## src/rtl/rpr_pkg.sv

```systemverilog
// Shared types, constants and the saturation helper for the rotary pair rotator.
// No dependencies; every other file imports this package.
package rpr_pkg;

  localparam int unsigned FracBits = 14;

  typedef enum logic {
    CMD_LOAD   = 1'b0,
    CMD_ROTATE = 1'b1
  } cmd_t;

  typedef logic signed [15:0] elem_t;
  typedef logic signed [31:0] prod_t;
  typedef logic signed [33:0] acc_t;
  typedef logic signed [19:0] scaled_t;

  typedef struct packed {
    elem_t cos_q;
    elem_t sin_q;
  } angle_t;

  typedef struct packed {
    elem_t low;
    elem_t high;
  } pair_t;

  typedef struct packed {
    cmd_t   cmd;
    logic   in_range;
    angle_t angle;
    pair_t  pair;
  } s1_item_t;

  typedef struct packed {
    logic   in_range;
    angle_t angle;
    pair_t  pair;
  } rot_item_t;

  typedef struct packed {
    elem_t value;
    logic  clip;
  } sat_t;

  localparam acc_t    RoundHalf = acc_t'(34'sd8192);
  localparam scaled_t SatMax    = scaled_t'(20'sd32767);
  localparam scaled_t SatMin    = scaled_t'(-20'sd32768);

  function automatic sat_t sat16(scaled_t v);
    sat_t r;
    r.clip  = 1'b0;
    r.value = elem_t'(v);
    if (v > SatMax) begin
      r.clip  = 1'b1;
      r.value = elem_t'(16'sh7fff);
    end else if (v < SatMin) begin
      r.clip  = 1'b1;
      r.value = elem_t'(16'sh8000);
    end
    return r;
  endfunction

endpackage

```

## src/rtl/rpr_mac.sv

```systemverilog
// Multiply stage and round/saturate output stage of the rotation.
// Depends on rpr_pkg.
module rpr_mac import rpr_pkg::*; (
  input  logic      clk,
  input  logic      rst_n,
  input  logic      s_valid,
  output logic      s_ready,
  input  rot_item_t s_item,
  output logic      out_valid,
  input  logic      out_stall,
  output elem_t     rotated_low,
  output elem_t     rotated_high,
  output logic      clipped
);

  logic  s3_v_r;
  prod_t p_lc_r, p_hs_r, p_hc_r, p_ls_r;
  logic  out_valid_r;
  elem_t rot_low_r, rot_high_r;
  logic  clipped_r;

  logic  adv3, adv4;
  elem_t c_q, s_q;
  acc_t  acc_lo, acc_hi;
  sat_t  sat_lo, sat_hi;

  assign adv4    = !out_valid_r || !out_stall;
  assign adv3    = !s3_v_r || adv4;
  assign s_ready = adv3;

  // an out-of-range rotate uses zero cos and sin, so its result is zero
  always_comb begin
    c_q = s_item.in_range ? s_item.angle.cos_q : elem_t'(0);
    s_q = s_item.in_range ? s_item.angle.sin_q : elem_t'(0);
  end

  always_ff @(posedge clk) begin
    if (!rst_n) begin
      s3_v_r <= 1'b0;
    end else if (adv3) begin
      s3_v_r <= s_valid;
    end
  end

  always_ff @(posedge clk) begin
    if (adv3 && s_valid) begin
      p_lc_r <= s_item.pair.low  * c_q;
      p_hs_r <= s_item.pair.high * s_q;
      p_hc_r <= s_item.pair.high * c_q;
      p_ls_r <= s_item.pair.low  * s_q;
    end
  end

  always_comb begin
    acc_lo = acc_t'(p_lc_r) - acc_t'(p_hs_r) + RoundHalf;
    acc_hi = acc_t'(p_hc_r) + acc_t'(p_ls_r) + RoundHalf;
    sat_lo = sat16(scaled_t'(acc_lo[33:FracBits]));
    sat_hi = sat16(scaled_t'(acc_hi[33:FracBits]));
  end

  always_ff @(posedge clk) begin
    if (!rst_n) begin
      out_valid_r <= 1'b0;
    end else if (adv4) begin
      out_valid_r <= s3_v_r;
    end
  end

  always_ff @(posedge clk) begin
    if (adv4 && s3_v_r) begin
      rot_low_r  <= sat_lo.value;
      rot_high_r <= sat_hi.value;
      clipped_r  <= sat_lo.clip || sat_hi.clip;
    end
  end

  assign out_valid    = out_valid_r;
  assign rotated_low  = rot_low_r;
  assign rotated_high = rot_high_r;
  assign clipped      = clipped_r;

endmodule

```

## config.mk

```make
export PLATFORM = sky130hd
export DESIGN_NAME = rpr_mac
export DESIGN_NICKNAME = d
export VERILOG_FILES = /design/src/rtl/rpr_pkg.sv /design/src/rtl/rpr_mac.sv
export SDC_FILE = /design/constraint.sdc
export NUM_CORES = 2
export LEC_CHECK = 0
export BUFFER_PORTS_ARGS = -buffer_cell sky130_fd_sc_hd__buf_2
export CORE_ASPECT_RATIO = 1.4
export CORE_UTILIZATION = 50
export DETAILED_ROUTE_END_ITERATION = 8
export PLACE_DENSITY = 0.66
export SLEW_MARGIN = 20
export SYNTH_ARGS = -nofsm -noshare
export SYNTH_HDL_FRONTEND = slang
export SYNTH_SLANG_ARGS = --single-unit
```

## constraint.sdc

```tcl
create_clock -name clk -period 11.4 [get_ports clk]
set_input_delay 1.71 -clock clk [delete_from_list [all_inputs] [get_ports clk]]
set_output_delay 1.71 -clock clk [all_outputs]
set_load 0.01 [all_outputs]
```

==> summary.json <==
{
  "status": {
    "status": "complete, no violations"
  },
  "synthesis": {
    "seq_area_frac_synth": 0.101,
    "yosys.cell_types.count": 83,
    "netlist_top_cells_area": "sky130_fd_sc_hd__fa_1 44%, sky130_fd_sc_hd__ha_1 12%, sky130_fd_sc_hd__edfxtp_1 10%",
    "ys.flop_type": "sky130_fd_sc_hd__edfxtp_1",
    "synth_area_leader_cell": "sky130_fd_sc_hd__fa_1",
    "synth_cells": 5033,
    "synth_area_um2": 48100,
    "syn_avg_cell_area_um2": 9.55,
    "synthesis.nets": 6602,
    "synth.yosys.warnings": 0,
    "ff_latch_count_synth": 163,
    "yosysTopAreaCellShare": 0.436,
    "synth_edf_count": 161,
    "async_flop_share": 0
  },
  "timing": {
    "period_share": 0.819,
    "final-hold-violation-count": 0,
    "worst_slew_margin_relative_to_its_limit": 0.253,
    "report.final.setup_viol": 0,
    "maxClockFrequency_mhz": 107,
    "post-route-worst-setup-slack_ns": 2.07,
    "tightest_slew_ns": 1.12,
    "fin_worst_skew_ns": 0.0144,
    "fin_setup_tns_ns": 0,
    "final.min_clock_period_ns": 9.33,
    "grt_setup_unrepaired": "no",
    "slew_viol_final": 0
  },
  "power": {
    "cellInternalPower_uw": 6720,
    "worst_ir_drop_vdd_mv": 0.215,
    "total_switching_power_uw": 7360,
    "power_frac_clock": 0.040,
    "share_of_total_power_in_combinational_logic": 0.845,
    "totalPowerFinal_uw": 14100,
    "power.static_leakage_uw": 0.0271,
    "swShare": 0.523,
    "seqPwrFrac": 0.115,
    "power_per_cell_area_nw_per_um2": 282
  },
  "setup_path": {
    "setup.worst_path.class": "primary input to flop",
    "crit_fanout": 162,
    "register_to_register_setup_slack_ns": 7.02,
    "worstRegToRegCells": 12,
    "cp_data_required_time_ns": 11.66,
    "arrival_ns": 9.59,
    "worst_setup_path_end_kind": "flop",
    "timing.critical_path.from_type": "primary input"
  },
  "floorplan": {
    "initial_core_utilization": 0.505,
    "die_w_um": 264,
    "design.die.area_um2": 97400,
    "fp.coreArea_um2": 95200,
    "floorplan.io_pins": 104,
    "rows": 134,
    "die_height_um": 369
  },
  "global_route": {
    "maximum_number_of_pins_on_one_net_before_global_route_repair": 181,
    "grt_antenna_before_repair": 9,
    "wire_length_of_the_first_global_routing_pass_um": 204000,
    "grt_overflow_total": 0,
    "grt_use_total": 0.274,
    "first_global_vias": 37529
  },
  "run": {
    "drv_cap": 0
  },
  "placement": {
    "dp_hpwl_um": 101000,
    "placement.setup.worst_slack_ns": 1.80,
    "finalWeightedCongestion": 0.889,
    "io_buffer_count": 103
  },
  "clock_network": {
    "clock_latency_on_the_worst_skew_pair_ns": 0.51,
    "cts_tree": "done",
    "cts.clk_slew.worst_paths_ns": 0.07,
    "tritoncts.num_buffers": 17,
    "clock_tree.root_cell": "sky130_fd_sc_hd__clkbuf_16",
    "ctsLongestPathBuffers": 2,
    "clock-sinks": 163,
    "cts_resized": 0,
    "cts.repair_timing.setup_buffer_count": 0,
    "cts.htree.levels": 4,
    "cts_hold_repair.buffers": 0
  },
  "drt": {
    "detail-route-antenna-nets": 0,
    "via_to_cell_ratio": 5.64,
    "drt_iter0_markers": 2338,
    "route.final.wire_length_um": 127000,
    "vias_after_detailed_routing": 34835,
    "detail_route.wl_per_cell_um": 20.6,
    "first_pass_iters": 7,
    "drc": 0
  },
  "finish": {
    "drive_above_1_share": 0.0443,
    "final_nets": 6502,
    "syn_to_final_growth_pct": 3.97
  },
  "min_path": {
    "hold-path-cell-count": 2,
    "hold_path_class": "flop to flop"
  }
}
metal layers:
metal,track usage,vias to the layer above,routed length (µm)
li1,-,15332,-
met1,0.330,18054,47700
met2,0.473,1134,63900
met3,0.0290,311,6710
met4,0.167,4,8620
met5,0,-,29
sequential cells by signal, indices dropped and copies added, names as in the netlist:
signal        count
rotated_high     16
p_ls_r           32
p_hs_r           32
p_hc_r           32
rotated_low      16
p_lc_r           32
out_valid         1
s3_v_r            1
clipped           1
logic make-up after synthesis:
| kind of cell | share of synthesized area |
|---|---|
| fa+ha+maj | 0.554 |
| buf+inv | 0.114 |
| simple gates | 0.138 |
| compound gates | 0.0605 |
| xor+xnor | 0.0322 |
| flops | 0.101 |
| mux | 0.000208 |
critical path, cell delays in order:
cell	delay, ns
sky130_fd_sc_hd__buf_8	0.52
sky130_fd_sc_hd__buf_4	0.40
sky130_fd_sc_hd__and2_1	0.87
sky130_fd_sc_hd__nand2_1	0.18
sky130_fd_sc_hd__fa_1	0.51
sky130_fd_sc_hd__fa_1	0.51
sky130_fd_sc_hd__fa_1	0.52
sky130_fd_sc_hd__inv_1	0.05
sky130_fd_sc_hd__fa_1	0.49
sky130_fd_sc_hd__fa_1	0.49
sky130_fd_sc_hd__inv_1	0.05
sky130_fd_sc_hd__fa_1	0.47
sky130_fd_sc_hd__inv_1	0.04
sky130_fd_sc_hd__ha_1	0.35
sky130_fd_sc_hd__a21oi_1	0.17
sky130_fd_sc_hd__o221ai_1	0.12
sky130_fd_sc_hd__a31oi_1	0.31
sky130_fd_sc_hd__a21oi_1	0.17
sky130_fd_sc_hd__o21ai_0	0.42
sky130_fd_sc_hd__o21ai_0	0.30
sky130_fd_sc_hd__o211ai_1	0.24
sky130_fd_sc_hd__nor2b_1	0.22
sky130_fd_sc_hd__o21ai_0	0.14
sky130_fd_sc_hd__xnor2_1	0.14
power by group through the flow:
stage               sequential, µW  combinational (µW)  clock (µW)
finish                        1610               11900         565
detailed placement            1620               11900           0
global placement              1620               11800           0
CTS                           1620               12000         578
global route                  1640               13300         597
floorplan                     1600                8760           0
cell usage in the layout, fill, tap and decap left out, types with 5 or more instances in the layout:
cell type,Yosys,routed
sky130_fd_sc_hd__or3_1,5,5
sky130_fd_sc_hd__and2_0,6,6
sky130_fd_sc_hd__or2_2,21,21
sky130_fd_sc_hd__a21o_1,91,91
sky130_fd_sc_hd__nor2b_1,16,16
sky130_fd_sc_hd__o21bai_1,21,21
sky130_fd_sc_hd__a21oi_1,111,111
sky130_fd_sc_hd__xor2_1,40,40
sky130_fd_sc_hd__nor2_1,114,114
sky130_fd_sc_hd__o211ai_1,5,5
sky130_fd_sc_hd__buf_2,2,102
sky130_fd_sc_hd__xnor2_1,135,135
sky130_fd_sc_hd__nand4_1,11,11
sky130_fd_sc_hd__fa_1,1048,1048
sky130_fd_sc_hd__inv_6,0,5
sky130_fd_sc_hd__inv_1,1193,1193
sky130_fd_sc_hd__and2_1,28,27
sky130_fd_sc_hd__ha_1,452,452
sky130_fd_sc_hd__a211oi_1,14,14
sky130_fd_sc_hd__edfxtp_1,161,161
sky130_fd_sc_hd__a211o_1,9,9
sky130_fd_sc_hd__a31oi_1,11,11
sky130_fd_sc_hd__o21ai_0,60,60
sky130_fd_sc_hd__o31ai_1,5,5
sky130_fd_sc_hd__o21a_1,22,22
sky130_fd_sc_hd__nand2_1,521,521
sky130_fd_sc_hd__o221ai_1,5,5
sky130_fd_sc_hd__nand2b_1,15,15
sky130_fd_sc_hd__clkbuf_16,0,17
sky130_fd_sc_hd__nand3_1,31,31
sky130_fd_sc_hd__and3_1,507,507
sky130_fd_sc_hd__buf_4,0,34
sky130_fd_sc_hd__nor3_1,29,29
synthesized netlist by cell type (3+ instances only):
master / number
sky130_fd_sc_hd__inv_1: 1193
sky130_fd_sc_hd__buf_1: 10
sky130_fd_sc_hd__xnor2_1: 135
sky130_fd_sc_hd__a41o_1: 3
sky130_fd_sc_hd__nand2_1: 521
sky130_fd_sc_hd__a211o_1: 9
sky130_fd_sc_hd__o21a_1: 22
sky130_fd_sc_hd__o211ai_1: 5
sky130_fd_sc_hd__ha_1: 452
sky130_fd_sc_hd__a21o_1: 91
sky130_fd_sc_hd__and2_0: 6
sky130_fd_sc_hd__a21oi_1: 111
sky130_fd_sc_hd__o31a_1: 3
sky130_fd_sc_hd__edfxtp_1: 161
sky130_fd_sc_hd__a21boi_0: 3
sky130_fd_sc_hd__o221ai_1: 5
sky130_fd_sc_hd__nand3_1: 31
sky130_fd_sc_hd__nor2b_1: 16
sky130_fd_sc_hd__o21bai_1: 21
sky130_fd_sc_hd__a211oi_1: 14
sky130_fd_sc_hd__a2111oi_0: 5
sky130_fd_sc_hd__a31oi_1: 11
sky130_fd_sc_hd__o21ai_1: 3
sky130_fd_sc_hd__o21ai_0: 60
sky130_fd_sc_hd__a31o_1: 3
sky130_fd_sc_hd__or2_2: 21
sky130_fd_sc_hd__a31o_2: 3
sky130_fd_sc_hd__and3_1: 507
sky130_fd_sc_hd__o2111ai_1: 4
sky130_fd_sc_hd__clkbuf_1: 243
sky130_fd_sc_hd__or3_1: 5
sky130_fd_sc_hd__nor2_1: 114
sky130_fd_sc_hd__nand2b_1: 15
sky130_fd_sc_hd__fa_1: 1048
sky130_fd_sc_hd__nor3_1: 29
sky130_fd_sc_hd__a21oi_2: 3
sky130_fd_sc_hd__xor2_1: 40
sky130_fd_sc_hd__o31ai_1: 5
sky130_fd_sc_hd__and2_1: 28
sky130_fd_sc_hd__nand4_1: 11
worst paths after layout:
| check | endpoint | from |
|---|---|---|
| hold / removal | out_valid | s3_v_r |
| setup / recovery | p_lc_r[31] | s_item[64] |
| hold reg to reg | out_valid | s3_v_r |
| setup reg to reg | clipped | p_hc_r[23] |
through the flow:
| step | cells | utilization | hold slack [ns] | area (µm²) |
|---|---|---|---|---|
| 6_report | 6173 | 0.525 | 0.530 | 50000 |
| 5_1_grt | 6169 | 0.525 | 0.544 | 50000 |
| 4_1_cts | 6169 | 0.525 | 0.532 | 50000 |
| 3_5_place_dp | 6138 | 0.519 | 0.518 | 49400 |
| 3_3_place_gp | 6138 | 0.519 | 0.504 | 49400 |
| 2_1_floorplan | 5033 | - | 0.475 | 48100 |
area by class of cell:
type,count,area [µm²]
sequential,163,4870
antenna,4,10.0
inverter,1193,4480
tap,1224,1530
clock inverter,12,98.8
fill,8749,45300
timing repair buffer,138,801
clock buffer,19,433
multi-input combinational,3420,37700
Note: power is estimated with default switching activity, not from simulation.
